[src/hdl/apo_mult.sv]
// ----------------------------------------------------------------------------
// apo_mult: shared unsigned multiplier with a registered product
// The product of the operands presented in one cycle is available the next.
// ----------------------------------------------------------------------------
module apo_mult #(
    parameter int A_W = 33,
    parameter int B_W = 38
) (
    input  logic               aclk,
    input  logic [A_W-1:0]     op_a,
    input  logic [B_W-1:0]     op_b,
    output logic [A_W+B_W-1:0] product
);

    logic [A_W+B_W-1:0] prod_reg;

    // Product register; no control state to reset.
    always_ff @(posedge aclk) begin
        prod_reg <= (A_W+B_W)'(op_a) * (A_W+B_W)'(op_b);
    end

    assign product = prod_reg;

endmodule

[config.mk]
export PLATFORM = sky130hd
export DESIGN_NAME = apo_mult
export DESIGN_NICKNAME = d
export VERILOG_FILES = /design/src/hdl/apo_mult.sv
export SDC_FILE = /design/constraint.sdc
export NUM_CORES = 2
export LEC_CHECK = 0
export BUFFER_PORTS_ARGS = -buffer_cell sky130_fd_sc_hd__buf_2
export CORE_ASPECT_RATIO = 1.2
export CORE_MARGIN = 1
export CORE_UTILIZATION = 45
export DETAILED_ROUTE_END_ITERATION = 6
export MAX_ROUTING_LAYER = met4
export PLACE_DENSITY = 0.63
export SYNTH_ARGS = -nofsm -noshare
export SYNTH_HDL_FRONTEND = slang
export SYNTH_SLANG_ARGS = --single-unit
[constraint.sdc]
create_clock -name aclk -period 11.26 [get_ports aclk]
set_input_delay 2.815 -clock aclk [delete_from_list [all_inputs] [get_ports aclk]]
set_output_delay 2.815 -clock aclk [all_outputs]
set_load 0.02 [all_outputs]
# Yosys cells after proc, flatten, opt, wreduce, memory -nomap -nowiden
# Cells that the tools add are included.
[word_totals]
latch_bits = 0
out_inout_bits = 71
wordCells = 2
ram_bits = 0
romBits = 0
in_bits = 72
mem_count = 0
ff_bits = 71
[classes]
n_lt_le_gt_ge = 0
n_reduce_logical = 0
mul = 1
n_shift = 0
addsub = 0
bitwise_logic = 0
mux = 0
n_div = 0
n_eq_ne = 0
[ops]
columns = ["operator", "n"]
rows = [
  ["multiplier 33 x 38 -> 71 bit", 1],
]

# Logic depth before layout (Yosys ltp)
[logic_depth]
depth_word = 1
ltp_mapped = 31
mapped_depth_nobuf = 28

# Worst setup path before layout
# OpenSTA, ideal clock, no wires.
[synth_path]
path_kind = "input-to-reg"
start = "in op_a[6]"
end = "reg prod_reg[69] (netlist: product[69])"
setup_time_ns = 0.121
arrival_ns = 9.847
t_required_ns = 11.139
slack_ns = 1.293
stages = 29
n_path_buf = 3
cell_sequence = "clkbuf_1 -> clkbuf_1 -> nand2_1 -> fa_1 -> inv_1 -> fa_1 -> fa_1 -> inv_1 -> fa_1 -> inv_1 -> fa_1 -> fa_1 -> fa_1 -> inv_1 -> fa_1 -> inv_1 -> ha_1 -> buf_6 -> a21o_1 -> a21o_1 -> a21o_1 -> a311o_1 -> nand2_2 -> o31ai_4 -> a31o_4 -> a211o_2 -> a31oi_4 -> o21ai_2 -> xor2_1"
[synth_between]
elab_chain_cells = 1
[synth_rtl]
columns = ["item", "line", "text"]
rows = [
  ["start: declaration", "10", "input logic [A_W-1:0] op_a,"],
  ["multiplier 33 x 38 -> 71 bit", "19", "prod_reg <= (A_W+B_W)'(op_a) * (A_W+B_W)'(op_b);"],
  ["end signal: assignment", "19", ""],
  ["end: declaration", "15", "logic [A_W+B_W-1:0] prod_reg;"],
]
# Every way passes these cells.

# Worst setup path in the final report
[layout_path]
start = "in op_a[7]"
end = "reg prod_reg[49] (netlist: product[49])"
# Same word-level chain as after synthesis.

==> impl_metrics.toml <==
[outcome]
outcome = "finished clean"

[clock_network]
post_cts_resized = 0
postCtsHoldBufs = 0
clock_tree_sinks = 71
cts_setup_buffers = 0
tritoncts = "built"
clock_tree.root_cell = "sky130_fd_sc_hd__clkbuf_16"
clkTransAtPathRegs_ns = 0.07
numCtsBuffers = 9
cts_max_level = 3
cts-root-to-sink-buffers = 2

[worst_setup_path]
cpMostUsedCell = "sky130_fd_sc_hd__fa_1"
critical_path_required_ns = 11.55
timing.critical_path.max_delay_family = "adder cells"
critical_path.max_fanout = 38
critical_path_class = "input port to flip-flop"
timing.critical_path.from = "op_a[7]"
startpoint_type = "input port"
critical_path_buf_inv_count = 6
slowest_stage = "sky130_fd_sc_hd__buf_2"
critPathCaptureType = "flip-flop"
cp_data_arrival_time_ns = 10.92
slowest_delay_ns = 0.64

[global_routing]
grt_antenna_before_repair = 6
largest_net_degree_at_the_start_of_global_routing = 39
globalRoute.totalOverflow = 0
grt_pass1_vias = 33800
grt_pass1_wl_mm = 188
grtUsageTotal_pct = 27.3

[synthesis]
sequential_element_share_of_the_synthesized_area_pct = 3.42
synth_top_flop_cell = "sky130_fd_sc_hd__dfxtp_1"
synth-async-reset-ratio_pct = 0
yosysWarningCount = 0
ys_ff_latch = 71
distinct_cells_synth = 68
synth-edff-count = 0
netlist_area_mm2 = 0.0416
postSynthCellCount = 4567
syn_avg_cell_area_um2 = 9.11
synthesis.nets = 6022

[drt]
detail_route.wirelength_mm = 119
detailroute.via_count = 30100
detailed_router_s_first_iteration_violation_count = 1660
route.detailed.wl_per_inst_um = 20.6
drt_drc_violations_left = 0
detail_route.vias_per_cell = 5.22
route.antenna.remaining_nets = 0
first_pass_detailed_route_iteration_total = 6

[cells_and_area]
flip_flop_count_of_the_largest_register_all_copies_and_words_added = 71
fin_nets = 5989
layout.core_utilization_pct = 48.0
fraction_of_final_layout_cells_sized_beyond_drive_strength_1_pct = 6.28
fillerInstances = 8861
final_cell_count_no_fill = 5771
area_growth_syn_to_layout_pct = 5.18

[floorplan]
cell_row_count = 121
chipWidth_um = 280
initial_utilization_pct = 45.7
die_area_mm2 = 0.0937
die-height_um = 335
io-pin-count = 143
placeableCoreArea_mm2 = 0.0911

[job]
cap_violations = 0

[placed_design]
gp_routability_congestion = 0.925
placedCellCount = 5753
dp_hpwl_mm = 98.7
port_buffer_count = 142

[timing]
finalSetupViolations = 0
final-max-slew-violation-count = 0
grt_setup_unrepaired = "no"
worst-slew-pin-transition_ns = 1.02
min_period_ns = 10.64
report.final.hold_viol_count = 0
slew_headroom_pct = 31.9
maxClockFrequency_ghz = 0.0940
finalCritPeriodShare_pct = 94.5
final.setup.tns_ns = 0

[min_path]
hp-start = "op_a[0]"
hold_class = "input port to flip-flop"
[worst paths after layout]
path              slack, ns                   to  cells after the start
setup / recovery       0.62  product[49]$_DFF_P_                     27
hold / removal         2.99   product[0]$_DFF_P_                      2
[synth_stat cells (all sizes together), types with 29 or more instances]
cell type / instances / share of area, %
xnor2: 48 / 1.0
nand2: 719 / 6.5
a21o: 47 / 0.85
dfxtp: 71 / 3.4
ha: 270 / 8.1
a21oi: 86 / 1.1
clkbuf: 256 / 2.3
fa: 1113 / 54
o21ai: 33 / 0.42
inv: 1131 / 10
and2: 586 / 8.8
nor2: 29 / 0.26
[cells by family after synthesis]
kind of cell    count (synthesis)  share of synthesized area [%]
fa+ha+maj                    1383                           61.7
xor+xnor                       70                           1.47
simple gates                 1407                           16.7
flops                          71                           3.42
compound gates                230                           3.92
buf+inv                      1406                           12.8
[stage by stage]
stage | worst slack [ns] | area (µm²) | hold slack, ns
floorplan | 1.29 | 41600 | 2.94
global placement | 0.391 | 43400 | 3.23
detailed placement | 0.316 | 43400 | 3.23
CTS | 0.703 | 43800 | 2.98
global route | 0.307 | 43800 | 3.01
finish | 0.622 | 43800 | 2.99
[routing by layer]
metal	GRT usage, %	vias up	part of all wire, %
met3	2.14	338	4.1
met1	29.0	15900	34
met5	-	-	0
li1	-	12900	-
met4	15.9	0	7.2
met2	49.6	988	54
[layout by cell type, fill, tap and decap left out, drive strengths merged, types with 47 or more instances in the layout]
cell / n
a21o: 47
a21oi: 86
and2: 586
buf: 231
dfxtp: 71
fa: 1113
ha: 270
inv: 1132
nand2: 719
xnor2: 48
[area by class of cell]
cell class	count	area [µm²]	area share (%)
multi-input cells	3090	34800	79.6
inverters	1131	4250	9.70
well taps	1230	1540	3.52
flip-flops and latches	71	1420	3.25
repair buffers	231	1380	3.15
clock buffers	9	225	0.515
clock inverters	7	96.3	0.220
diodes	2	5.00	0.0114
Power is not shown: default switching activity piles up to over one toggle a cycle in this logic, so the estimate is an artifact.
