--- config.mk ---
export PLATFORM = sky130hd
export DESIGN_NAME = apo_divider
export DESIGN_NICKNAME = d
export VERILOG_FILES = /design/src/hdl/apo_divider.sv
export SDC_FILE = /design/constraint.sdc
export NUM_CORES = 1
export LEC_CHECK = 0
export BUFFER_PORTS_ARGS = -buffer_cell sky130_fd_sc_hd__clkbuf_2
export CORE_MARGIN = 1.5
export CORE_UTILIZATION = 60
export CTS_CLUSTER_DIAMETER = 50
export DETAILED_ROUTE_END_ITERATION = 10
export GPL_ROUTABILITY_DRIVEN = 0
export GPL_TIMING_DRIVEN = 0
export PLACE_DENSITY = 0.87
export SETUP_SLACK_MARGIN = 0.1
export SLEW_MARGIN = 20
export SYNTH_ARGS = -nofsm -noshare
export SYNTH_HDL_FRONTEND = slang
export SYNTH_SLANG_ARGS = --single-unit
--- constraint.sdc ---
create_clock -name aclk -period 4.65 [get_ports aclk]
set_input_delay 0.93 -clock aclk [delete_from_list [all_inputs] [get_ports aclk]]
set_output_delay 0.93 -clock aclk [all_outputs]
set_load 0.01 [all_outputs]
--- src/hdl/apo_divider.sv ---
// ----------------------------------------------------------------------------
// apo_divider: bit-serial restoring divider
// Produces one quotient bit per cycle; busy stays high after start until all
// DIVIDEND_W quotient bits are in. The divisor must be nonzero.
// ----------------------------------------------------------------------------
module apo_divider #(
    parameter int DIVIDEND_W = 56,
    parameter int DIVISOR_W  = 32
) (
    input  logic                  aclk,
    input  logic                  aresetn,
    input  logic                  start,
    input  logic [DIVIDEND_W-1:0] dividend,
    input  logic [DIVISOR_W-1:0]  divisor,
    output logic                  busy,
    output logic [DIVIDEND_W-1:0] quotient
);

    localparam int CNT_W = $clog2(DIVIDEND_W + 1);

    logic [CNT_W-1:0]      cnt_reg, cnt_next;
    logic [DIVISOR_W-1:0]  rem_reg, rem_next;
    logic [DIVISOR_W-1:0]  dsr_reg, dsr_next;
    logic [DIVIDEND_W-1:0] quot_reg, quot_next;
    logic [DIVISOR_W:0]    trial;
    logic                  qbit;

    // One restoring step: shift in the next dividend bit and try to subtract.
    always_comb begin
        trial     = {rem_reg, quot_reg[DIVIDEND_W-1]};
        qbit      = (trial >= {1'b0, dsr_reg});
        cnt_next  = cnt_reg;
        rem_next  = rem_reg;
        dsr_next  = dsr_reg;
        quot_next = quot_reg;
        if (start) begin
            cnt_next  = CNT_W'(DIVIDEND_W);
            rem_next  = '0;
            dsr_next  = divisor;
            quot_next = dividend;
        end else if (cnt_reg != '0) begin
            cnt_next  = cnt_reg - 1'b1;
            rem_next  = qbit ? DIVISOR_W'(trial - {1'b0, dsr_reg}) : trial[DIVISOR_W-1:0];
            quot_next = {quot_reg[DIVIDEND_W-2:0], qbit};
        end
    end

    always_ff @(posedge aclk) begin
        if (!aresetn) begin
            cnt_reg <= '0;
        end else begin
            cnt_reg <= cnt_next;
        end
    end

    always_ff @(posedge aclk) begin
        rem_reg  <= rem_next;
        dsr_reg  <= dsr_next;
        quot_reg <= quot_next;
    end

    assign busy     = (cnt_reg != '0);
    assign quotient = quot_reg;

endmodule

# Yosys cells after proc, flatten, opt, wreduce, memory -nomap -nowiden
# Cells that the tools add are included.
# op_classes
n_bitwise	1
n_mux	5
add_sub_neg	2
n_shift	0
div_mod_pow	0
order_cmp	1
reduce_logical	3
eq_ne	0
n_mul	0
# ops
operator	count
56-bit 2-to-1 mux	2
33-bit by 32-bit greater-or-equal comparator with 1-bit output	1
32-bit 2-to-1 mux	1
32-bit subtractor	1
6-bit 2-to-1 mux	2
6-bit nonzero test	1
6-bit by 1-bit subtractor with 6-bit output, second input constant	1
2-bit nonzero test	1
2-bit OR reduction	1
1-bit inverter	1
# totals
reg_bits	126
ramBits	0
output_inout_bits	57
rom_bits	0
word_cells	17
latchBits	0
input_bits	91
n_memories	0

# Logic depth before layout (Yosys ltp)
# logic_depth
word_depth	3
mapped_depth	13
depth_no_buf	11

# Least setup slack after synthesis
# Ideal clock, no wire load.
# synth_timing
path_kind	reg-to-reg
startpoint	reg cnt_reg[0]
endpoint	reg quot_reg[0], in the netlist quotient[0] (enable)
stages_incl_launch_ff	8
slack_ns	1.473
arrival_time_ns	2.541
n_path_buf	2
required_ns	4.014
setup_time_ns	0.636
synth_period_minus_slack_ns	3.177
path_cell_list	dfxtp_1 inv_1 ha_1 nand2b_1 nor4_1 clkbuf_1 clkbuf_1 nand2_1
# synth_between
elab_chain_cells	2
# synth_rtl
item	line_no	text
start: declaration	21	logic [CNT_W-1:0] cnt_reg, cnt_next;
start signal: assignment	52	cnt_reg <= cnt_next;
6-bit nonzero test	41	end else if (cnt_reg != '0) begin
2-bit nonzero test (no source line)	-	
end signal: assignment	59	quot_reg <= quot_next;
end: declaration	24	logic [DIVIDEND_W-1:0] quot_reg, quot_next;
# Every way passes these cells.
# A chain may end at the register's enable or synchronous reset.

# Worst setup path after layout
# layout_timing
startpoint	reg cnt_reg[0]
endpoint	out busy
# layout_between
elab_chain_cells	1
# layout_rtl
item	line_no	text
6-bit nonzero test	62	assign busy = (cnt_reg != '0);
end: declaration	15	output logic busy,
# Every way passes these cells.

==> results.md <==
* Status: finished clean
* Area Growth Syn to Fin at 21.02%
* Pre-antenna DRT Iters at 6
* Post-synth top area share at 37.74%
* CTS sink count at 126
* Final Cycle Share at 81.80%
* CP Launch Point: cnt_reg[0]
* Clock transition at path regs at 0.06 ns
* DRC at 0
* TritonCTS clock tree: built
* Layout cells sized above 1 at 29.38%
* Pint at 2.560 mW
* Worst R2R End: quotient[0]
* Root buf cell: clkbuf_16
* # setup viols final at 0
* Synthesized area per cell at 10.42 um2
* CP required at 3.72 ns
* Pwr/cell area at 450.2 nW/um2
* Htree depth at 4
* WS Path Type: reg2out
* Sequential share of the synthesized area at 48.61%
* Initial antenna violation count at 0
* Dominant cells by area after synthesis: edfxtp_1 (38%), dfxtp_1 (11%), mux2_2 (8.8%)
* Sequential fraction of design power at 39.2%
* Hold Buf Count CTS at 0
* Worst r2r src: dsr_reg[1]
* Final antenna-violating net count at 0
* Worst Setup End Kind: primary output
* Unrepaired setup endpoints after global routing: no
* R2r setup slk at 1.30 ns
* Ys async rst share at 0%
* Setup Fix Bufs, Post-CTS at 0
* Comb power frac at 28.0%
* Max Clock Skew at 0.01004 ns
* Psw at 1.255 mW
* Starting density of the core at 61.32%
* Worst slew margin at 40.95%
* Slew @ Worst Pin at 0.8857 ns
* Yosys warns at 0
* Largest net degree at the start of global routing at 57
* Post-cts sizing count at 0
* First-pass GRT wire length at 30370 um
* Final min period at 3.804 ns
* GRT Residual Overflow at 0
* Drt wl/cell at 18.75 um
* Pleak at 3.665 nW
* Core area at 11420 um2
* HPWL after DPL at 13300 um
* HP Class: reg2reg
* Vias in the first global route at 6212
* Switching share of power at 32.88%
* Synth Cell Area at 7002 um2
* Non-filler cells, final at 994
* Die width at 111.0 um
* Hold Crit Start: rem_reg[3]
* Via/cell ratio at 6.168
* Post-Synthesis Cells at 672
* Final antenna diode count at 0
* Worst skew pair latency at 0.43 ns
* Crit path DAT at 2.87 ns
* Cell taking the most area after synthesis: edfxtp_1
* PortBufs at 147
* Worst Path Max Fanout at 10
* DIE AREA at 12330 um2
* Final net count at 964
* Max reg flops at 56
* Post-Place Cells at 962
* Max_cap viols at 0
* Hold WS at 0.4929 ns
* Via count at 6131
* # IOs at 148
* EDFF count, synth at 88
* Die Ht at 111.0 um
* Final WL at 18630 um
* Final slew viol count at 0
* Post-synth cell types at 61
* Syn nets at 798
* Peak Freq at 262.9 MHz
* Final hold viol count at 0
* Reg2Reg Depth at 11
* Clock network power share at 32.9%
* Crit start category: flop
* DRT iter0 DRCs at 505
* Flops & latches, synth at 126
* Tot GR Track Use at 31.09%
* Most used flip-flop cell after synthesis: edfxtp_1
* Peak VDD IR at 0.4058 mV
* Row Count at 39
* Hold path cells at 2
* CP Capture Point: busy
* CTS buffer count at 17
* Clk buf depth at 2
==> cells in the final DEF, fill, tap and decap left out, drive strengths merged, types with 7 or more instances in the layout <==
cell	count
dfxtp	38
clkbuf	186
clkinv	7
and3	7
o21ai	54
or3	7
ha	34
a211oi	8
a21oi	57
nor2	22
buf	12
a31oi	22
inv	45
nand4	7
mux2	55
nand2	70
a21o	15
nor3	9
xnor2	17
and2	8
edfxtp	88
==> power groups by stage <==
stage | registers [mW] | clock network [mW] | logic [mW]
4_1_cts | 1.49 | 1.26 | 1.04
6_report | 1.49 | 1.25 | 1.07
2_1_floorplan | 1.53 | 0 | 0.686
5_1_grt | 1.51 | 1.31 | 1.16
3_5_place_dp | 1.51 | 0 | 1.03
3_3_place_gp | 1.50 | 0 | 0.986
==> critical path, cell delays in order (launching register included) <==
cell and delay, ns:
dfxtp_1 0.30, inv_1 0.12, ha_1 0.16, nand2b_1 0.07
nor4_1 0.60, inv_1 0.32, clkbuf_1 0.33, clkbuf_1 0.32
clkbuf_2 0.20
==> through the flow <==
stage	TNS (ns)	total power [mW]	cell area (um2)	utilization [%]	setup WS, ns
global route	0	3.984	8473	74.21	0.5550
global placement	-6.985	2.490	7916	69.33	-0.1272
finish	0	3.815	8473	74.21	0.8465
detailed placement	0	2.542	7924	69.40	0.8766
floorplan	0	2.216	7002	-	1.473
CTS	0	3.793	8473	74.21	0.9308
==> routing by layer <==
layer / track usage, % / part of all wire, % / vias up
li1: - / - / 2832
met4: 13.84 / 3.6 / 0
met5: 0 / 0 / -
met3: 9.896 / 8.5 / 72
met2: 52.96 / 49 / 325
met1: 35.99 / 39 / 2902
==> area by class of cell <==
class | count | area, um2
sequential | 126 | 3403
buffer | 32 | 142.6
inverter | 44 | 165.2
clock buffer | 19 | 432.9
fill | 776 | 2945
timing repair buffer | 147 | 735.7
multi-input combinational | 470 | 3298
clock inverter | 13 | 116.4
tap | 143 | 178.9
==> worst min-delay path by stage <==
| stage | endpoint | slack (ns) |
|---|---|---|
| after floorplan | rem_reg[2] | 0.46 |
| after global placement | rem_reg[11] | 0.47 |
| after detailed placement | rem_reg[4] | 0.48 |
| after CTS | rem_reg[10] | 0.49 |
| after global routing | rem_reg[9] | 0.52 |
| final | rem_reg[4] | 0.49 |
==> cells by family (layout without fill, tap and decap cells) <==
group           count (synthesis)  in the layout  share of synthesized area [%]
compound gates                197            197                          17.73
simple gates                  158            158                          10.88
flops                         126            126                          48.61
buf+inv                        76            255                          4.396
mux                            58             58                          9.274
fa+ha+maj                      35             35                          6.362
xor+xnor                       22             22                          2.752
==> Yosys cell counts (15+ instances only) <==
library cell and number:
edfxtp_1 88, nand2_1 70, dfxtp_1 38, a21oi_1 57
o21ai_0 54, mux2_2 55, xnor2_1 17, inv_1 43
a31oi_1 22, clkbuf_1 20, a21o_1 15, ha_1 34
nor2_1 21
(Power assumes the default switching activity.)
